<file path="src/xesd_pkg.sv">
// Package with the shared constants, types and helper functions of the entity decoder.
package xesd_pkg;

   localparam int ENTITY_MAX = 10;
   localparam int LEN_W      = $clog2(ENTITY_MAX + 1);
   localparam int CNT_W      = $clog2(ENTITY_MAX + 2);
   localparam int ADDR_W     = $clog2(ENTITY_MAX);
   localparam int SAT_MAG    = 256;
   localparam int MAG_W      = $clog2(SAT_MAG + 1);
   localparam int CODE_LIMIT = 'h80;

   localparam logic [7:0] CH_AMP   = 8'h26;
   localparam logic [7:0] CH_SEMI  = 8'h3B;
   localparam logic [7:0] CH_LT    = 8'h3C;
   localparam logic [7:0] CH_GT    = 8'h3E;
   localparam logic [7:0] CH_QUOT  = 8'h22;
   localparam logic [7:0] CH_APOS  = 8'h27;
   localparam logic [7:0] CH_HASH  = 8'h23;
   localparam logic [7:0] CH_PLUS  = 8'h2B;
   localparam logic [7:0] CH_MINUS = 8'h2D;
   localparam logic [7:0] CH_QMARK = 8'h3F;
   localparam logic [7:0] CH_ZERO  = 8'h30;
   localparam logic [7:0] CH_LX    = 8'h78;
   localparam logic [7:0] CH_UX    = 8'h58;

   typedef logic [ENTITY_MAX-1:0][7:0] chars_type;

   typedef enum logic [3:0] {
      ST_IDLE    = 4'b0001,
      ST_FLUSH   = 4'b0010,
      ST_PARSE   = 4'b0100,
      ST_NUM_OUT = 4'b1000
   } state_type;

   // Commands from the sequencer to the digit accumulator.
   typedef struct packed {
      logic clear;
      logic step;
      logic hex;
   } num_ctrl_type;

   // Status of the digit accumulator.
   typedef struct packed {
      logic       is_digit;
      logic       code_ok;
      logic [6:0] code;
   } num_stat_type;

   // Result of the named-entity compare.
   typedef struct packed {
      logic       hit;
      logic [7:0] code;
   } match_type;

   function automatic logic is_space(input logic [7:0] c);
      return (c == 8'h20) || ((c >= 8'h09) && (c <= 8'h0D));
   endfunction

   function automatic logic is_x(input logic [7:0] c);
      return (c == CH_LX) || (c == CH_UX);
   endfunction

endpackage

</file>
<file path="src/xesd_if.sv">
// Valid/ready channel interfaces for the request and response streams.
interface xesd_req_if;
   logic       valid;
   logic       ready;
   logic [7:0] in_byte;
   logic       start_of_run;

   modport source (output valid, output in_byte, output start_of_run, input ready);
   modport sink   (input valid, input in_byte, input start_of_run, output ready);
endinterface

interface xesd_rsp_if;
   logic       valid;
   logic       ready;
   logic [7:0] out_byte;
   logic       last_of_run;

   modport source (output valid, output out_byte, output last_of_run, input ready);
   modport sink   (input valid, input out_byte, input last_of_run, output ready);
endinterface

</file>
<file path="src/xesd_num_unit.sv">
// Shared digit accumulator: one decimal or hex digit is folded in per step, with saturation.
module xesd_num_unit (
   input  logic                  clock,
   input  logic                  reset,
   input  xesd_pkg::num_ctrl_type ctrl,
   input  logic [7:0]            ch,
   output xesd_pkg::num_stat_type stat
);
   import xesd_pkg::*;

   logic [MAG_W-1:0]   mag_ff;
   logic [MAG_W-1:0]   mag_in;
   logic [3:0]         dval;
   logic               dok;
   logic [MAG_W+4:0]   acc;

   always_comb begin
      dval = 4'd0;
      dok  = 1'b0;
      if ((ch >= 8'h30) && (ch <= 8'h39)) begin
         dval = 4'(ch - 8'h30);
         dok  = 1'b1;
      end else if ((ch >= 8'h61) && (ch <= 8'h66)) begin
         dval = 4'(ch - 8'h61 + 8'd10);
         dok  = ctrl.hex;
      end else if ((ch >= 8'h41) && (ch <= 8'h46)) begin
         dval = 4'(ch - 8'h41 + 8'd10);
         dok  = ctrl.hex;
      end
   end

   // Multiply by the base is a shift for hex and shift-and-add for decimal.
   always_comb begin
      if (ctrl.hex) begin
         acc = ((MAG_W+5)'(mag_ff) << 4) + (MAG_W+5)'(dval);
      end else begin
         acc = ((MAG_W+5)'(mag_ff) << 3) + ((MAG_W+5)'(mag_ff) << 1) + (MAG_W+5)'(dval);
      end
   end

   always_comb begin
      mag_in = mag_ff;
      if (ctrl.clear) begin
         mag_in = '0;
      end else if (ctrl.step && dok) begin
         if (acc > (MAG_W+5)'(SAT_MAG)) begin
            mag_in = MAG_W'(SAT_MAG);
         end else begin
            mag_in = acc[MAG_W-1:0];
         end
      end
   end

   always_ff @(posedge clock) begin
      if (reset) begin
         mag_ff <= '0;
      end else begin
         mag_ff <= mag_in;
      end
   end

   assign stat.is_digit = dok;
   assign stat.code_ok  = (mag_ff != '0) && (mag_ff < MAG_W'(CODE_LIMIT));
   assign stat.code     = mag_ff[6:0];

endmodule

</file>
<file path="src/xesd_name_match.sv">
// Compares the collected entity bytes against the five predefined entity names.
module xesd_name_match (
   input  xesd_pkg::chars_type        chars,
   input  logic [xesd_pkg::LEN_W-1:0] len,
   output xesd_pkg::match_type        match
);
   import xesd_pkg::*;

   logic is_lt, is_gt, is_amp, is_quot, is_apos;

   assign is_lt   = (len == LEN_W'(2)) && (chars[0] == 8'h6C) && (chars[1] == 8'h74);
   assign is_gt   = (len == LEN_W'(2)) && (chars[0] == 8'h67) && (chars[1] == 8'h74);
   assign is_amp  = (len == LEN_W'(3)) && (chars[0] == 8'h61) && (chars[1] == 8'h6D)
                    && (chars[2] == 8'h70);
   assign is_quot = (len == LEN_W'(4)) && (chars[0] == 8'h71) && (chars[1] == 8'h75)
                    && (chars[2] == 8'h6F) && (chars[3] == 8'h74);
   assign is_apos = (len == LEN_W'(4)) && (chars[0] == 8'h61) && (chars[1] == 8'h70)
                    && (chars[2] == 8'h6F) && (chars[3] == 8'h73);

   always_comb begin
      match.hit  = is_lt | is_gt | is_amp | is_quot | is_apos;
      match.code = CH_APOS;
      if (is_lt) begin
         match.code = CH_LT;
      end else if (is_gt) begin
         match.code = CH_GT;
      end else if (is_amp) begin
         match.code = CH_AMP;
      end else if (is_quot) begin
         match.code = CH_QUOT;
      end
   end

endmodule

</file>
<file path="src/xml_entity_stream_decoder_top.sv">
// Top level of the streaming XML character-entity decoder: sequencer, entity buffer and output register.
// Bytes outside an entity and entities that close with a predefined name go to the output register
// as the input byte is taken; a byte collected into an entity is only stored. A numeric reference
// is parsed after its ';' by the single digit accumulator, walking the collected bytes one at a time.
// A runaway or unknown entity is flushed from the entity buffer ('&', collected bytes, trailing byte)
// one byte per cycle while the output can take one. The input is not ready while a numeric parse
// or a flush runs, nor while the output register holds a byte that the sink has not taken.
module xml_entity_stream_decoder_top (
   input logic        clock,
   input logic        reset,
   xesd_req_if.sink   req_chan,
   xesd_rsp_if.source rsp_chan
);
   import xesd_pkg::*;

   state_type        state_ff, state_in;
   logic             pend_ff, pend_in;
   logic [LEN_W-1:0] len_ff, len_in;
   logic [CNT_W-1:0] cnt_ff, cnt_in;
   logic [7:0]       trail_ff, trail_in;
   logic             hex_ff, hex_in;
   logic             sign_done_ff, sign_done_in;
   logic             any_digit_ff, any_digit_in;
   logic             zero_lead_ff, zero_lead_in;
   logic             neg_ff, neg_in;
   chars_type        chars_ff;

   logic             rsp_valid_ff;
   logic [7:0]       rsp_byte_ff;
   logic             rsp_last_ff;

   logic             load_ok, load, load_last, accept, wr_en;
   logic [7:0]       load_byte, c, rd_byte;
   logic [CNT_W-1:0] rd_idx;
   logic             eff_pend;
   logic [LEN_W-1:0] eff_len;
   num_ctrl_type     nctrl;
   num_stat_type     nstat;
   match_type        match;

   xesd_name_match u_match (
      .chars (chars_ff),
      .len   (len_ff),
      .match (match)
   );

   xesd_num_unit u_num (
      .clock (clock),
      .reset (reset),
      .ctrl  (nctrl),
      .ch    (rd_byte),
      .stat  (nstat)
   );

   assign load_ok        = !rsp_valid_ff || rsp_chan.ready;
   assign req_chan.ready = (state_ff == ST_IDLE) && load_ok;
   assign accept         = req_chan.valid && req_chan.ready;
   assign c              = req_chan.in_byte;
   assign eff_pend       = pend_ff && !req_chan.start_of_run;
   assign eff_len        = req_chan.start_of_run ? '0 : len_ff;

   // The flush walks the buffer one behind its counter, since position zero sends the ampersand.
   assign rd_idx  = (state_ff == ST_FLUSH) ? (cnt_ff - CNT_W'(1)) : cnt_ff;
   assign rd_byte = chars_ff[rd_idx[ADDR_W-1:0]];

   always_comb begin
      state_in     = state_ff;
      pend_in      = pend_ff;
      len_in       = len_ff;
      cnt_in       = cnt_ff;
      trail_in     = trail_ff;
      hex_in       = hex_ff;
      sign_done_in = sign_done_ff;
      any_digit_in = any_digit_ff;
      zero_lead_in = zero_lead_ff;
      neg_in       = neg_ff;
      load         = 1'b0;
      load_byte    = c;
      load_last    = 1'b0;
      wr_en        = 1'b0;
      nctrl.clear  = 1'b0;
      nctrl.step   = 1'b0;
      nctrl.hex    = hex_ff;

      case (state_ff)
         ST_IDLE: begin
            if (accept) begin
               if (req_chan.start_of_run) begin
                  pend_in = 1'b0;
                  len_in  = '0;
               end
               if (eff_pend) begin
                  if (c == CH_SEMI) begin
                     pend_in = 1'b0;
                     if (match.hit) begin
                        load      = 1'b1;
                        load_byte = match.code;
                        load_last = 1'b1;
                     end else if ((eff_len > LEN_W'(1)) && (chars_ff[0] == CH_HASH)) begin
                        state_in     = ST_PARSE;
                        hex_in       = is_x(chars_ff[1]);
                        cnt_in       = is_x(chars_ff[1]) ? CNT_W'(2) : CNT_W'(1);
                        sign_done_in = 1'b0;
                        any_digit_in = 1'b0;
                        zero_lead_in = 1'b0;
                        neg_in       = 1'b0;
                        nctrl.clear  = 1'b1;
                     end else begin
                        state_in = ST_FLUSH;
                        cnt_in   = '0;
                        trail_in = CH_SEMI;
                     end
                  end else if (eff_len < LEN_W'(ENTITY_MAX)) begin
                     wr_en  = 1'b1;
                     len_in = eff_len + LEN_W'(1);
                  end else begin
                     pend_in  = 1'b0;
                     state_in = ST_FLUSH;
                     cnt_in   = '0;
                     trail_in = c;
                  end
               end else if (c == CH_AMP) begin
                  pend_in = 1'b1;
                  len_in  = '0;
               end else begin
                  load      = 1'b1;
                  load_last = 1'b1;
               end
            end
         end
         ST_FLUSH: begin
            if (load_ok) begin
               load   = 1'b1;
               cnt_in = cnt_ff + CNT_W'(1);
               if (cnt_ff == '0) begin
                  load_byte = CH_AMP;
               end else if (cnt_ff <= CNT_W'(len_ff)) begin
                  load_byte = rd_byte;
               end else begin
                  load_byte = trail_ff;
                  load_last = 1'b1;
                  state_in  = ST_IDLE;
                  len_in    = '0;
               end
            end
         end
         ST_PARSE: begin
            if (cnt_ff >= CNT_W'(len_ff)) begin
               state_in = ST_NUM_OUT;
            end else if (!sign_done_ff) begin
               if (is_space(rd_byte)) begin
                  cnt_in = cnt_ff + CNT_W'(1);
               end else if (rd_byte == CH_PLUS) begin
                  sign_done_in = 1'b1;
                  cnt_in       = cnt_ff + CNT_W'(1);
               end else if (rd_byte == CH_MINUS) begin
                  neg_in   = 1'b1;
                  state_in = ST_NUM_OUT;
               end else begin
                  sign_done_in = 1'b1;
               end
            end else if (hex_ff && zero_lead_ff && is_x(rd_byte)) begin
               // A lone leading zero followed by x is the 0x prefix; the zero added nothing.
               zero_lead_in = 1'b0;
               cnt_in       = cnt_ff + CNT_W'(1);
            end else if (nstat.is_digit) begin
               nctrl.step   = 1'b1;
               any_digit_in = 1'b1;
               zero_lead_in = !any_digit_ff && (rd_byte == CH_ZERO);
               cnt_in       = cnt_ff + CNT_W'(1);
            end else begin
               state_in = ST_NUM_OUT;
            end
         end
         ST_NUM_OUT: begin
            if (load_ok) begin
               load      = 1'b1;
               load_last = 1'b1;
               load_byte = (neg_ff || !nstat.code_ok) ? CH_QMARK : {1'b0, nstat.code};
               state_in  = ST_IDLE;
               len_in    = '0;
            end
         end
         default: begin
            state_in = ST_IDLE;
         end
      endcase
   end

   always_ff @(posedge clock) begin
      if (reset) begin
         state_ff     <= ST_IDLE;
         pend_ff      <= 1'b0;
         len_ff       <= '0;
         cnt_ff       <= '0;
         hex_ff       <= 1'b0;
         sign_done_ff <= 1'b0;
         any_digit_ff <= 1'b0;
         zero_lead_ff <= 1'b0;
         neg_ff       <= 1'b0;
         rsp_valid_ff <= 1'b0;
      end else begin
         state_ff     <= state_in;
         pend_ff      <= pend_in;
         len_ff       <= len_in;
         cnt_ff       <= cnt_in;
         hex_ff       <= hex_in;
         sign_done_ff <= sign_done_in;
         any_digit_ff <= any_digit_in;
         zero_lead_ff <= zero_lead_in;
         neg_ff       <= neg_in;
         if (load) begin
            rsp_valid_ff <= 1'b1;
         end else if (rsp_chan.ready) begin
            rsp_valid_ff <= 1'b0;
         end
      end
   end

   always_ff @(posedge clock) begin
      trail_ff <= trail_in;
      if (load) begin
         rsp_byte_ff <= load_byte;
         rsp_last_ff <= load_last;
      end
      if (wr_en) begin
         chars_ff[eff_len[ADDR_W-1:0]] <= c;
      end
   end

   assign rsp_chan.valid       = rsp_valid_ff;
   assign rsp_chan.out_byte    = rsp_byte_ff;
   assign rsp_chan.last_of_run = rsp_last_ff;

   a_len_bound : assert property (@(posedge clock) disable iff (reset)
      len_ff <= LEN_W'(ENTITY_MAX))
      else $error("entity length beyond buffer depth");

   a_flush_cnt : assert property (@(posedge clock) disable iff (reset)
      (state_ff == ST_FLUSH) |-> (cnt_ff <= CNT_W'(len_ff) + CNT_W'(1)))
      else $error("flush counter ran past the trailing byte");

   a_num_done : assert property (@(posedge clock) disable iff (reset)
      ((state_ff == ST_NUM_OUT) && load_ok) |=>
         ((state_ff == ST_IDLE) && rsp_valid_ff && rsp_last_ff))
      else $error("numeric result not delivered as the final byte");

   a_busy_blocks : assert property (@(posedge clock) disable iff (reset)
      ((state_ff == ST_PARSE) || (state_ff == ST_FLUSH)) |-> !req_chan.ready)
      else $error("input taken while a parse or flush runs");

endmodule

</file>
<file path="src/flat_wrapper.sv">
// flat-port wrapper written by rule: the top's interface ports become plain ports
module xml_entity_stream_decoder_top_flat import xesd_pkg::*;
  (clock, reset, req_chan_valid, req_chan_in_byte, req_chan_start_of_run, req_chan_ready, rsp_chan_valid, rsp_chan_out_byte, rsp_chan_last_of_run, rsp_chan_ready);
  xesd_req_if req_chan_i ();
  xesd_rsp_if rsp_chan_i ();
  input logic clock;
  input logic reset;
  input wire logic [$bits(req_chan_i.valid)-1:0] req_chan_valid;
  input wire logic [$bits(req_chan_i.in_byte)-1:0] req_chan_in_byte;
  input wire logic [$bits(req_chan_i.start_of_run)-1:0] req_chan_start_of_run;
  output wire logic [$bits(req_chan_i.ready)-1:0] req_chan_ready;
  output wire logic [$bits(rsp_chan_i.valid)-1:0] rsp_chan_valid;
  output wire logic [$bits(rsp_chan_i.out_byte)-1:0] rsp_chan_out_byte;
  output wire logic [$bits(rsp_chan_i.last_of_run)-1:0] rsp_chan_last_of_run;
  input wire logic [$bits(rsp_chan_i.ready)-1:0] rsp_chan_ready;
  assign req_chan_i.valid = req_chan_valid;
  assign req_chan_i.in_byte = req_chan_in_byte;
  assign req_chan_i.start_of_run = req_chan_start_of_run;
  assign req_chan_ready = req_chan_i.ready;
  assign rsp_chan_valid = rsp_chan_i.valid;
  assign rsp_chan_out_byte = rsp_chan_i.out_byte;
  assign rsp_chan_last_of_run = rsp_chan_i.last_of_run;
  assign rsp_chan_i.ready = rsp_chan_ready;
  xml_entity_stream_decoder_top u_core (.clock(clock), .reset(reset), .req_chan(req_chan_i), .rsp_chan(rsp_chan_i));
endmodule
</file>
<file path="config.mk">
export PLATFORM = sky130hd
export DESIGN_NAME = xml_entity_stream_decoder_top_flat
export DESIGN_NICKNAME = d
export VERILOG_FILES = /design/src/xesd_pkg.sv /design/src/xesd_if.sv /design/src/xesd_num_unit.sv /design/src/xesd_name_match.sv /design/src/xml_entity_stream_decoder_top.sv /design/src/flat_wrapper.sv
export SDC_FILE = /design/constraint.sdc
export NUM_CORES = 1
export LEC_CHECK = 0
export ABC_AREA = 1
export BUFFER_PORTS_ARGS = -buffer_cell sky130_fd_sc_hd__buf_4
export CORE_UTILIZATION = 37
export CTS_CLUSTER_DIAMETER = 100
export DETAILED_ROUTE_END_ITERATION = 8
export PLACE_DENSITY_LB_ADDON = 0.25
export SETUP_SLACK_MARGIN = 0.1
export SLEW_MARGIN = 40
export SYNTH_ARGS = -nofsm -noshare
export SYNTH_HDL_FRONTEND = slang
export SYNTH_SLANG_ARGS = --single-unit
</file>
<file path="constraint.sdc">
create_clock -name clock -period 5.27 [get_ports clock]
set_input_delay 0.7905 -clock clock [delete_from_list [all_inputs] [get_ports clock]]
set_output_delay 0.7905 -clock clock [all_outputs]
set_load 0.005 [all_outputs]
</file>
==> results of run 1 <==
metrics by stage:
step	instance area (um^2)	util (%)	TNS [ps]	setup WS, ps
after floorplan	7639	-	0	101.2
after global placement	8433	41.68	0	10.02
after detailed placement	8437	41.70	-711.7	-124.9
after CTS	9121	45.08	0	106.7
after global routing	9761	48.24	-607.3	-126.4
final	9761	48.24	0	218.8
cell usage after synthesis (13+ instances only):
cell / n / area, um^2
nand3_1: 115 / 575.6
dfxtp_1: 28 / 560.5
ha_1: 32 / 400.4
nor2_1: 99 / 371.6
nand2_1: 198 / 743.2
nor3_1: 26 / 130.1
inv_1: 136 / 510.5
a21oi_1: 35 / 175.2
nand4_1: 15 / 93.84
clkbuf_1: 13 / 48.80
edfxtp_1: 97 / 2913
o21ai_0: 41 / 205.2
layout make-up:
| cell class | count | area, um^2 |
|---|---|---|
| Inverter | 149 | 571.8 |
| Clock buffer | 17 | 425.4 |
| Timing Repair Buffer | 100 | 828.3 |
| Tap cell | 270 | 337.8 |
| Fill cell | 1895 | 10470 |
| Multi-Input combinational cell | 653 | 3934 |
| Sequential cell | 125 | 3477 |
| Clock inverter | 15 | 186.4 |
logic make-up (layout without fill, tap and decap cells):
logic type | Yosys count | in the layout | share of synthesized area, %
AO/OA/AOI/OAI | 118 | 118 | 9.099
XOR/XNOR | 8 | 8 | 1.361
adder cells (fa/ha/maj) | 34 | 34 | 5.770
buffers and inverters | 172 | 281 | 8.852
flip-flops | 125 | 125 | 45.51
AND/OR/NAND/NOR | 493 | 493 | 29.41
worst paths after layout:
| kind | end | cells past startpoint |
|---|---|---|
| worst max-delay path | u_core.u_num.mag_ff[4] | 36 |
| worst min register to register | u_core.any_digit_ff | 2 |
| worst max register to register | u_core.u_num.mag_ff[4] | 36 |
| worst min-delay path | u_core.any_digit_ff | 2 |
tightest hold or removal path: cells and delay by family, from the launching register on:
kind	cells	cell delay, ps
flops	1	330
simple gates	1	70
compound gates	1	40
what timing repair did:
| action | in CTS | in global routing |
|---|---|---|
| gates resized for setup | 12 | 103 |
| pin swaps | 7 | 52 |
| setup buffers | 6 | 21 |
| hold buffers | 0 | 0 |
| gates cloned | 0 | 1 |
| setup endpoints to repair | 9 | 9 |
power breakdown:
group	switching [uW]	internal, uW	total (uW)
sequential	6.42	1070	1080
clock	473	750	1220
combinational	93.3	42.9	136
registers in the layout, indices dropped and copies added (netlist names), 4 cells and up:
| signal | count |
|---|---|
| u_core.chars_ff | 80 |
| u_core.u_num.mag_ff | 9 |
| u_core.rsp_chan.out_byte | 8 |
| u_core.trail_ff | 8 |
| u_core.cnt_ff | 4 |
| u_core.len_ff | 4 |
| u_core.state_ff | 4 |
routing by layer:
metal  vias to the layer above  wire length, um
met2                       205            11010
met3                        39             1083
met5                         -                0
met4                         0              692
met1                      3306            10300
li1                       3385                -
cells in the final DEF (no fill, tap or decap), drive strengths merged, types with 9 or more instances in the layout:
| cell type | synthesis | layout |
|---|---|---|
| ha | 32 | 32 |
| buf | 10 | 99 |
| a21oi | 35 | 35 |
| nand3 | 121 | 121 |
| inv | 147 | 151 |
| nor2 | 105 | 105 |
| nor3 | 26 | 26 |
| dfxtp | 28 | 28 |
| nor4 | 9 | 9 |
| clkbuf | 13 | 18 |
| nand4 | 15 | 15 |
| edfxtp | 97 | 97 |
| o21ai | 50 | 50 |
| nand2 | 209 | 209 |
==> summary.md, run 1 <==
| Metric | Value |
|---|---|
| Vias in the first global route | `6466` |
| Post-synth EDFFs | `97` |
| Slew @ Worst Pin | `845.6 ps` |
| Sequential fraction of the synthesis area | `45.51%` |
| Post-Syn Nets | `997` |
| Top_reg_cell synth | `edfxtp_1` |
| CP Buf/Inv Count | `8` |
| Crit Path Class | `reg -> reg` |
| DRC viols | `0` |
| Grt met1 use | `28.34%` |
| MaxCap Viol Count | `0` |
| Total gr overflow | `0` |
| H-tree levels | `4` |
| Die Span Y | `145.6 um` |
| Worst hold slack | `474.9 ps` |
| Required time of the critical path | `5620 ps` |
| PortBufs | `23` |
| Layout area overhead | `27.89%` |
| CTS buffer count | `17` |
| Antenna diode count | `0` |
| Vias after detailed routing | `6935` |
| Final nets | `1093` |
| Setup violators final | `0` |
| GR peak layer | `met2` |
| Reg2reg setup slack | `220 ps` |
| CTS Sinks | `125` |
| Max Freq | `0.1980 GHz` |
| WP data arrival | `5410 ps` |
| Max-slew violation count | `0` |
| Slowest cell on the critical path | `fa_1` |
| Power per Cell Area | `249.9 nW/um^2` |
| GRT Util Overall | `21.48%` |
| First-pass GRT wire length | `34990 um` |
| Slew HR | `43.32%` |
| Final Wtd Congestion | `0.9497` |
| YS warnings | `0` |
| Hold/Removal Path Class | `reg -> reg` |
| CP max FO | `6` |
| Layout cell share with drive strength beyond 1 | `23.89%` |
| Setup crit start | `u_core.state_ff[1]` |
| RSZ-0062 raised after global routing | `yes` |
| Hold Crit Start | `u_core.any_digit_ff` |
| HPWL after DPL | `16470 um` |
| 1st-iter DRT viols | `471` |
| M2 GR Usage | `35.50%` |
| Initial Utilization | `37.72%` |
| Period utilisation layout | `95.85%` |
| DR WL/cell | `17.37 um` |
| Startpoint type of the worst setup path | `flip-flop` |
| CP top delay family | `simple AND/OR/NAND/NOR gates` |
| Peak VDD IR | `0.2387 mV` |
| Initial antenna violation count | `0` |
| R2r startpoint | `u_core.state_ff[1]` |
| Drt pass-1 iters | `5` |
| Gate Count Post-Synth | `950` |
| Synth Area per Inst | `8.034 um^2` |
| Placeable Area | `20230 um^2` |
| Final hold vios | `0` |
| Total power | `2439 uW` |
| Status | `finished clean` |
| Largest net degree at the start of global routing | `25` |
| Post-synth ARST share | `0%` |
| Netlist cell types | `51` |
| CTS Buffer Depth | `2` |
| Die area | `21210 um^2` |
| Cell count after placement | `1269` |
| DIE WIDTH | `145.6 um` |
| Pleak | `0.004123 uW` |
| Ports | `24` |
| Critical path's largest stage delay | `540 ps` |
| Final Non-Filler Cells | `1329` |
| Drt total wl | `23090 um` |
| Fin crit period | `5051 ps` |
| Worst Skew | `10.03 ps` |
| CTS root buf | `clkbuf_16` |
| Worst Setup End Kind | `flip-flop` |
| Number of nets with antenna violations after routing | `0` |
| GR met3 Demand/Resource | `3.197%` |
| # rows | `52` |
| Most frequent CP cell | `nand2_4` |
| Mapped cell area | `7632 um^2` |
| Synth Register Bits | `125` |
| Clock-pin slew on the worst setup and hold paths | `60 ps` |
| CTS tree | `built` |
| Vias per inst | `5.218` |
| Worst-Skew Late Latency | `420 ps` |
Power figures use the tool's default switching activity.
==> inputs of run 2 (changes only) <==
--- a/config.mk
+++ b/config.mk
@@ -5,13 +5,11 @@
 export SDC_FILE = /design/constraint.sdc
 export NUM_CORES = 1
 export LEC_CHECK = 0
-export ABC_AREA = 1
 export BUFFER_PORTS_ARGS = -buffer_cell sky130_fd_sc_hd__buf_4
 export CORE_UTILIZATION = 37
 export CTS_CLUSTER_DIAMETER = 100
 export DETAILED_ROUTE_END_ITERATION = 8
 export PLACE_DENSITY_LB_ADDON = 0.25
-export SETUP_SLACK_MARGIN = 0.1
 export SLEW_MARGIN = 40
 export SYNTH_ARGS = -nofsm -noshare
 export SYNTH_HDL_FRONTEND = slang
==> summary.md, run 2 <==
| Metric | Value |
|---|---|
| Slew HR | `53.15%` |
| Netlist cell types | `85` |
| Clock Power Share | `44.5%` |
| CP Buf/Inv Count | `5` |
| First-pass GRT wire length | `38610 um` |
| Setup TNS | `-3945 ps` |
| Synth top area share | `37.02%` |
| Post-route setup slack | `-699.2 ps` |
| DR WL/cell | `21.18 um` |
| Crit Reg-Reg Endpoint | `u_core.u_num.mag_ff[1]` |
| Area contributors post-synth | `edfxtp_1 (37%), dfxtp_1 (7.1%), ha_1 (5.1%)` |
| Reg2reg setup slack | `-700 ps` |
| Status | `finished with violations` |
| Mapped cell area | `7868 um^2` |
| Yosys top cell by area | `edfxtp_1` |
| CP max FO | `4` |
| CTS buffer count | `17` |
| Cell count after placement | `1134` |
| # rows | `52` |
| Critical path's largest stage delay | `530 ps` |
| Worst Setup End Kind | `flip-flop` |
| Top-count cell post-synth | `edfxtp_1` |
| H-tree levels | `4` |
| Worst-Skew Late Latency | `430 ps` |
| Total gr overflow | `0` |
| Initial Utilization | `38.27%` |
| Synth Area per Inst | `10.20 um^2` |
| Hold Path Depth | `1` |
| Max Freq | `0.1675 GHz` |
| Fin crit period | `5969 ps` |
| Worst Skew | `14.94 ps` |
| CTS Sinks | `125` |
| Hold/Removal Path Class | `reg -> reg` |
| Seq pwr share | `38.6%` |
| Vias per inst | `5.887` |
| Commonest cells after routing, fill and taps aside | `buf_4 (144), edfxtp_1 (97), nor2_1 (56), nand2_1 (54), nor3_1 (37)` |
| DP Area | `9166 um^2` |
| Setup crit start | `u_core.state_ff[0]` |
| Synth Register Bits | `125` |
| Hold Buf Count CTS | `0` |
| Hold Path Sink | `u_core.any_digit_ff` |
| R2R depth | `27` |
| Power per Cell Area | `276.4 nW/um^2` |
| Die area | `21850 um^2` |
| Top_reg_cell synth | `edfxtp_1` |
| Slew @ Worst Pin | `696.3 ps` |
| Pint | `2089 uW` |
| MaxCap Viol Count | `0` |
| Peak VDD IR | `0.3550 mV` |
| CP top delay family | `compound AO/OA/AOI/OAI gates` |
| CTS Buffer Depth | `2` |
| CTS tree | `built` |
| Antenna diode count | `0` |
| Crit Path Class | `reg -> reg` |
| PortBufs | `23` |
| Hold Crit Start | `u_core.any_digit_ff` |
| Logic pwr share | `16.9%` |
| Number of nets with antenna violations after routing | `0` |
| Max reg flops | `80` |
| Post-synth EDFFs | `97` |
| Initial antenna violation count | `0` |
| Largest net degree at the start of global routing | `26` |
| Placeable Area | `20560 um^2` |
| CTS root buf | `clkbuf_16` |
| Final hold vios | `0` |
| Gate Count Post-Synth | `771` |
| WP data arrival | `6330 ps` |
| Post-Syn Nets | `818` |
| Startpoint type of the worst setup path | `flip-flop` |
| Fill cell count | `1909` |
| Final Wtd Congestion | `0.9595` |
| YS warnings | `0` |
| Drt pass-1 iters | `5` |
| R2r startpoint | `u_core.state_ff[0]` |
| 1st-iter DRT viols | `534` |
| Post-route cell area | `10270 um^2` |
| RSZ-0062 raised after global routing | `yes` |
| Pleak | `0.003839 uW` |
| Clock-pin slew on the worst setup and hold paths | `60 ps` |
| Period utilisation layout | `113.3%` |
| Setup violators final | `9` |
| Failing checks | `negative setup slack` |
| Ports | `24` |
| Required time of the critical path | `5630 ps` |
| DRC viols | `0` |
| Leading cell type in the layout, fill and taps excluded | `buf_4` |
| Layout cell share with drive strength beyond 1 | `30.74%` |
| Finished Core Util | `49.95%` |
| Switching share of power | `26.39%` |
| Sequential fraction of the synthesis area | `44.15%` |
| Slowest cell on the critical path | `or4_4` |
| Total power | `2838 uW` |
| Net Sw Power | `749.1 uW` |
| Final nets | `948` |
| Layout area overhead | `30.53%` |
| Vias after detailed routing | `6970` |
| Synth top cells by count | `edfxtp_1 (97), nor2_1 (59), nand2_1 (55)` |
| GRT Util Overall | `23.52%` |
| Drt total wl | `25070 um` |
| Die Span Y | `147.8 um` |
| HPWL after DPL | `18250 um` |
| Post-synth ARST share | `0%` |
| Vias in the first global route | `6757` |
| Final Non-Filler Cells | `1184` |
| DIE WIDTH | `147.8 um` |
| Max-slew violation count | `0` |
==> run 2: area by class of cell <==
class / instances / area (um^2) / area share (%)
Clock buffer: 18 / 429.2 / 4.179
Sequential cell: 125 / 3477 / 33.86
Inverter: 23 / 91.34 / 0.8894
Tap cell: 270 / 337.8 / 3.289
Timing Repair Buffer: 155 / 1227 / 11.95
Clock inverter: 14 / 190.2 / 1.852
Multi-Input combinational cell: 579 / 4517 / 43.98
==> run 2: through the flow <==
stage | setup slack (ps) | hold WS, ps
3_3_place_gp | -993.2 | 452.8
2_1_floorplan | -1026 | 438.2
4_1_cts | -741.5 | 472.8
3_5_place_dp | -1074 | 459.2
6_report | -699.2 | 470.3
5_1_grt | -969.9 | 488.8
==> run 2: kinds of logic after synthesis <==
| kind of cell | synth area share [%] |
|---|---|
| AO/OA/AOI/OAI | 17.24 |
| XOR/XNOR | 0.7793 |
| adder cells (fa/ha/maj) | 5.598 |
| buffers and inverters | 3.721 |
| flip-flops | 44.15 |
| multiplexers | 6.218 |
| AND/OR/NAND/NOR | 22.30 |
==> run 2: routing by layer <==
layer / GRT usage [%] / up-vias / share of wire [%]
met5: 0 / - / 0
met2: 37.69 / 237 / 47
met3: 5.093 / 40 / 6.3
met4: 9.072 / 0 / 2.6
met1: 31.01 / 3397 / 44
li1: - / 3296 / -
==> run 2: worst register-to-register path: cells and delay by family (launching register included) <==
kind	cells	cell delay, ps
AOI/OAI and AO/OA	13	2100
and+or+nand+nor	6	2000
buffers and inverters	5	490
DFF	1	320
adders and majority gates	3	1030
==> run 2: timing repair <==
item                                    in CTS  in global routing
hold endpoints to repair                     0                  0
endpoints found under the setup margin       9                  9
pin swaps                                   12                 17
buffers inserted                             9                  9
gates resized for setup                     25                 38
cloned                                       0                  1
==> run 2: power groups by stage <==
stage / Clock, uW / Sequential (uW) / Combinational [uW]
2_1_floorplan: 0 / 1120 / 249
6_report: 1260 / 1100 / 481
3_5_place_dp: 0 / 1120 / 435
5_1_grt: 1320 / 1100 / 517
4_1_cts: 1270 / 1100 / 451
3_3_place_gp: 0 / 1120 / 433
==> run 2: worst max path at each step <==
stage	to	slack (ps)	cells after the start
2_1_floorplan	u_core.u_num.mag_ff[1]	-1030	32
3_3_place_gp	u_core.u_num.mag_ff[1]	-990	25
3_5_place_dp	u_core.u_num.mag_ff[1]	-1070	25
4_1_cts	u_core.u_num.mag_ff[1]	-740	27
5_1_grt	u_core.u_num.mag_ff[1]	-970	27
6_report	u_core.u_num.mag_ff[1]	-700	27
==> inputs of run 3 (changes only) <==
--- a/config.mk
+++ b/config.mk
@@ -14,3 +14,4 @@
 export SYNTH_ARGS = -nofsm -noshare
 export SYNTH_HDL_FRONTEND = slang
 export SYNTH_SLANG_ARGS = --single-unit
+export TNS_END_PERCENT = 5
==> summary.md, run 3 (synthesized netlist as in run 2, its figures left out) <==
| Metric | Value |
|---|---|
| PortBufs | `23` |
| Ports | `24` |
| Clock Power Share | `44.6%` |
| Seq pwr share | `38.9%` |
| Peak VDD IR | `0.2315 mV` |
| Slew HR | `42.76%` |
| Drt pass-1 iters | `5` |
| Number of nets with antenna violations after routing | `0` |
| Required time of the critical path | `5620 ps` |
| Max-slew violation count | `0` |
| Post-route cell area | `10070 um^2` |
| Final hold vios | `0` |
| Initial Utilization | `38.27%` |
| Max reg flops | `80` |
| Drt total wl | `25270 um` |
| Hold/Removal Path Class | `reg -> reg` |
| Setup violators final | `9` |
| CP max FO | `7` |
| Largest net degree at the start of global routing | `25` |
| Layout area overhead | `28.05%` |
| HPWL after DPL | `18330 um` |
| Die Span Y | `147.8 um` |
| Vias in the first global route | `6801` |
| CTS buffer count | `17` |
| Failing checks | `negative setup slack` |
| Pint | `2081 uW` |
| Status | `finished with violations` |
| # rows | `52` |
| Vias per inst | `5.948` |
| Slew @ Worst Pin | `856.9 ps` |
| DRC viols | `0` |
| Die area | `21850 um^2` |
| DR WL/cell | `21.40 um` |
| Startpoint type of the worst setup path | `flip-flop` |
| Max Freq | `0.1665 GHz` |
| Final Wtd Congestion | `0.9150` |
| H-tree levels | `4` |
| Logic pwr share | `16.5%` |
| Cell count after placement | `1136` |
| Final nets | `945` |
| Total gr overflow | `0` |
| CTS Buffer Depth | `2` |
| DIE WIDTH | `147.8 um` |
| CTS tree | `built` |
| Fill cell count | `1940` |
| Post-route setup slack | `-734.4 ps` |
| CTS Sinks | `125` |
| Vias after detailed routing | `7025` |
| Commonest cells after routing, fill and taps aside | `buf_4 (147), edfxtp_1 (97), nor2_1 (58), nand2_1 (55), nor3_1 (36)` |
| Worst-Skew Late Latency | `440 ps` |
| 1st-iter DRT viols | `714` |
| DP Area | `9140 um^2` |
| First-pass GRT wire length | `38830 um` |
| Fin crit period | `6004 ps` |
| Switching share of power | `26.14%` |
| Net Sw Power | `736.4 uW` |
| Pleak | `0.003799 uW` |
| CTS root buf | `clkbuf_16` |
| Final Non-Filler Cells | `1181` |
| MaxCap Viol Count | `0` |
| Worst Setup End Kind | `flip-flop` |
| Period utilisation layout | `113.9%` |
| Leading cell type in the layout, fill and taps excluded | `buf_4` |
| Power per Cell Area | `279.6 nW/um^2` |
| Crit Path Class | `reg -> reg` |
| GRT Util Overall | `23.72%` |
| Clock-pin slew on the worst setup and hold paths | `60 ps` |
| Antenna diode count | `0` |
| RSZ-0062 raised after global routing | `yes` |
| Initial antenna violation count | `0` |
| Placeable Area | `20560 um^2` |
| Layout cell share with drive strength beyond 1 | `28.32%` |
| WP data arrival | `6350 ps` |
| Worst Skew | `23.21 ps` |
-- run 3: changes by cell type in the layout (fill, tap and decap cells not counted), moves of 3 or more --
| cell | change |
|---|---|
| o31ai_1 | +5 |
| a21oi_1 | +3 |
| clkbuf_16 | +3 |
| buf_6 | -6 |
| bufinv_16 | -3 |
| ha_4 | -3 |
| clkinv_1 | -3 |
| buf_4 | +3 |
| o31ai_2 | -5 |
-- run 3: final cells by class --
| class | count | area [um^2] | share of cell area [%] |
|---|---|---|---|
| Clock inverter | 8 | 87.58 | 0.8693 |
| Multi-Input combinational cell | 579 | 4359 | 43.27 |
| Clock buffer | 24 | 556.8 | 5.527 |
| Timing Repair Buffer | 152 | 1172 | 11.64 |
| Tap cell | 270 | 337.8 | 3.353 |
| Sequential cell | 125 | 3475 | 34.49 |
| Inverter | 23 | 86.33 | 0.8569 |
-- run 3: worst max-delay path, stage by stage (launching register included) --
cell and delay [ps]:
dfxtp_1 310, buf_4 160, nor4b_4 240, buf_4 190
a21oi_2 70, or4_4 550, a221o_1 320, o221ai_4 100
inv_2 80, ha_4 170, inv_2 60, nor2_2 50
a2111oi_4 440, a21oi_2 110, o21bai_4 190, fa_1 480
inv_1 60, fa_2 340, a21o_1 180, a21oi_2 160
o21bai_1 100, a21oi_2 160, xor2_1 200, o21ai_2 90
o21bai_1 160, or4b_4 510, or3_1 320, a21oi_1 130
-- run 3: stage by stage --
| stage | setup TNS, ps | total power, uW | setup WS (ps) | util, % | hold WS, ps |
|---|---|---|---|---|---|
| floorplan | -6183 | 1363 | -1031 | - | 438.2 |
| global placement | -5103 | 1552 | -838.5 | 44.43 | 453.9 |
| detailed placement | -5844 | 1552 | -936.1 | 44.46 | 460.3 |
| CTS | -4916 | 2814 | -715.0 | 48.64 | 474.1 |
| global route | -7320 | 2902 | -959.0 | 49.00 | 488.2 |
| finish | -5061 | 2817 | -734.4 | 49.00 | 475.2 |
-- run 3: final timing paths --
path                            endpoint                 from  slack, ps  cells after the start
setup / recovery  u_core.u_num.mag_ff[1]   u_core.state_ff[0]       -730                     27
setup reg to reg  u_core.u_num.mag_ff[1]   u_core.state_ff[0]       -730                     27
hold reg to reg      u_core.any_digit_ff  u_core.any_digit_ff        480                      1
hold / removal       u_core.any_digit_ff  u_core.any_digit_ff        480                      1
-- run 3: timing repair --
item / 4_1_cts / 5_1_grt
pin swaps: 11 / 9
buffers inserted: 10 / 3
hold buffers: 0 / 0
resized for setup: 28 / 11
endpoints found under the setup margin: 9 / 9
-- run 3: power by group through the flow --
| stage | combinational [uW] | sequential, uW | clock (uW) |
|---|---|---|---|
| final | 465 | 1090 | 1260 |
| after global placement | 437 | 1110 | 0 |
| after floorplan | 246 | 1120 | 0 |
| after detailed placement | 437 | 1120 | 0 |
| after CTS | 450 | 1090 | 1270 |
| after global routing | 500 | 1100 | 1310 |
-- run 3: routing by layer --
metal / global-route usage (%) / part of all wire, %
met2: 37.59 / 47
met4: 10.00 / 3.1
met3: 4.383 / 5.9
met5: 0 / 0
met1: 31.76 / 44
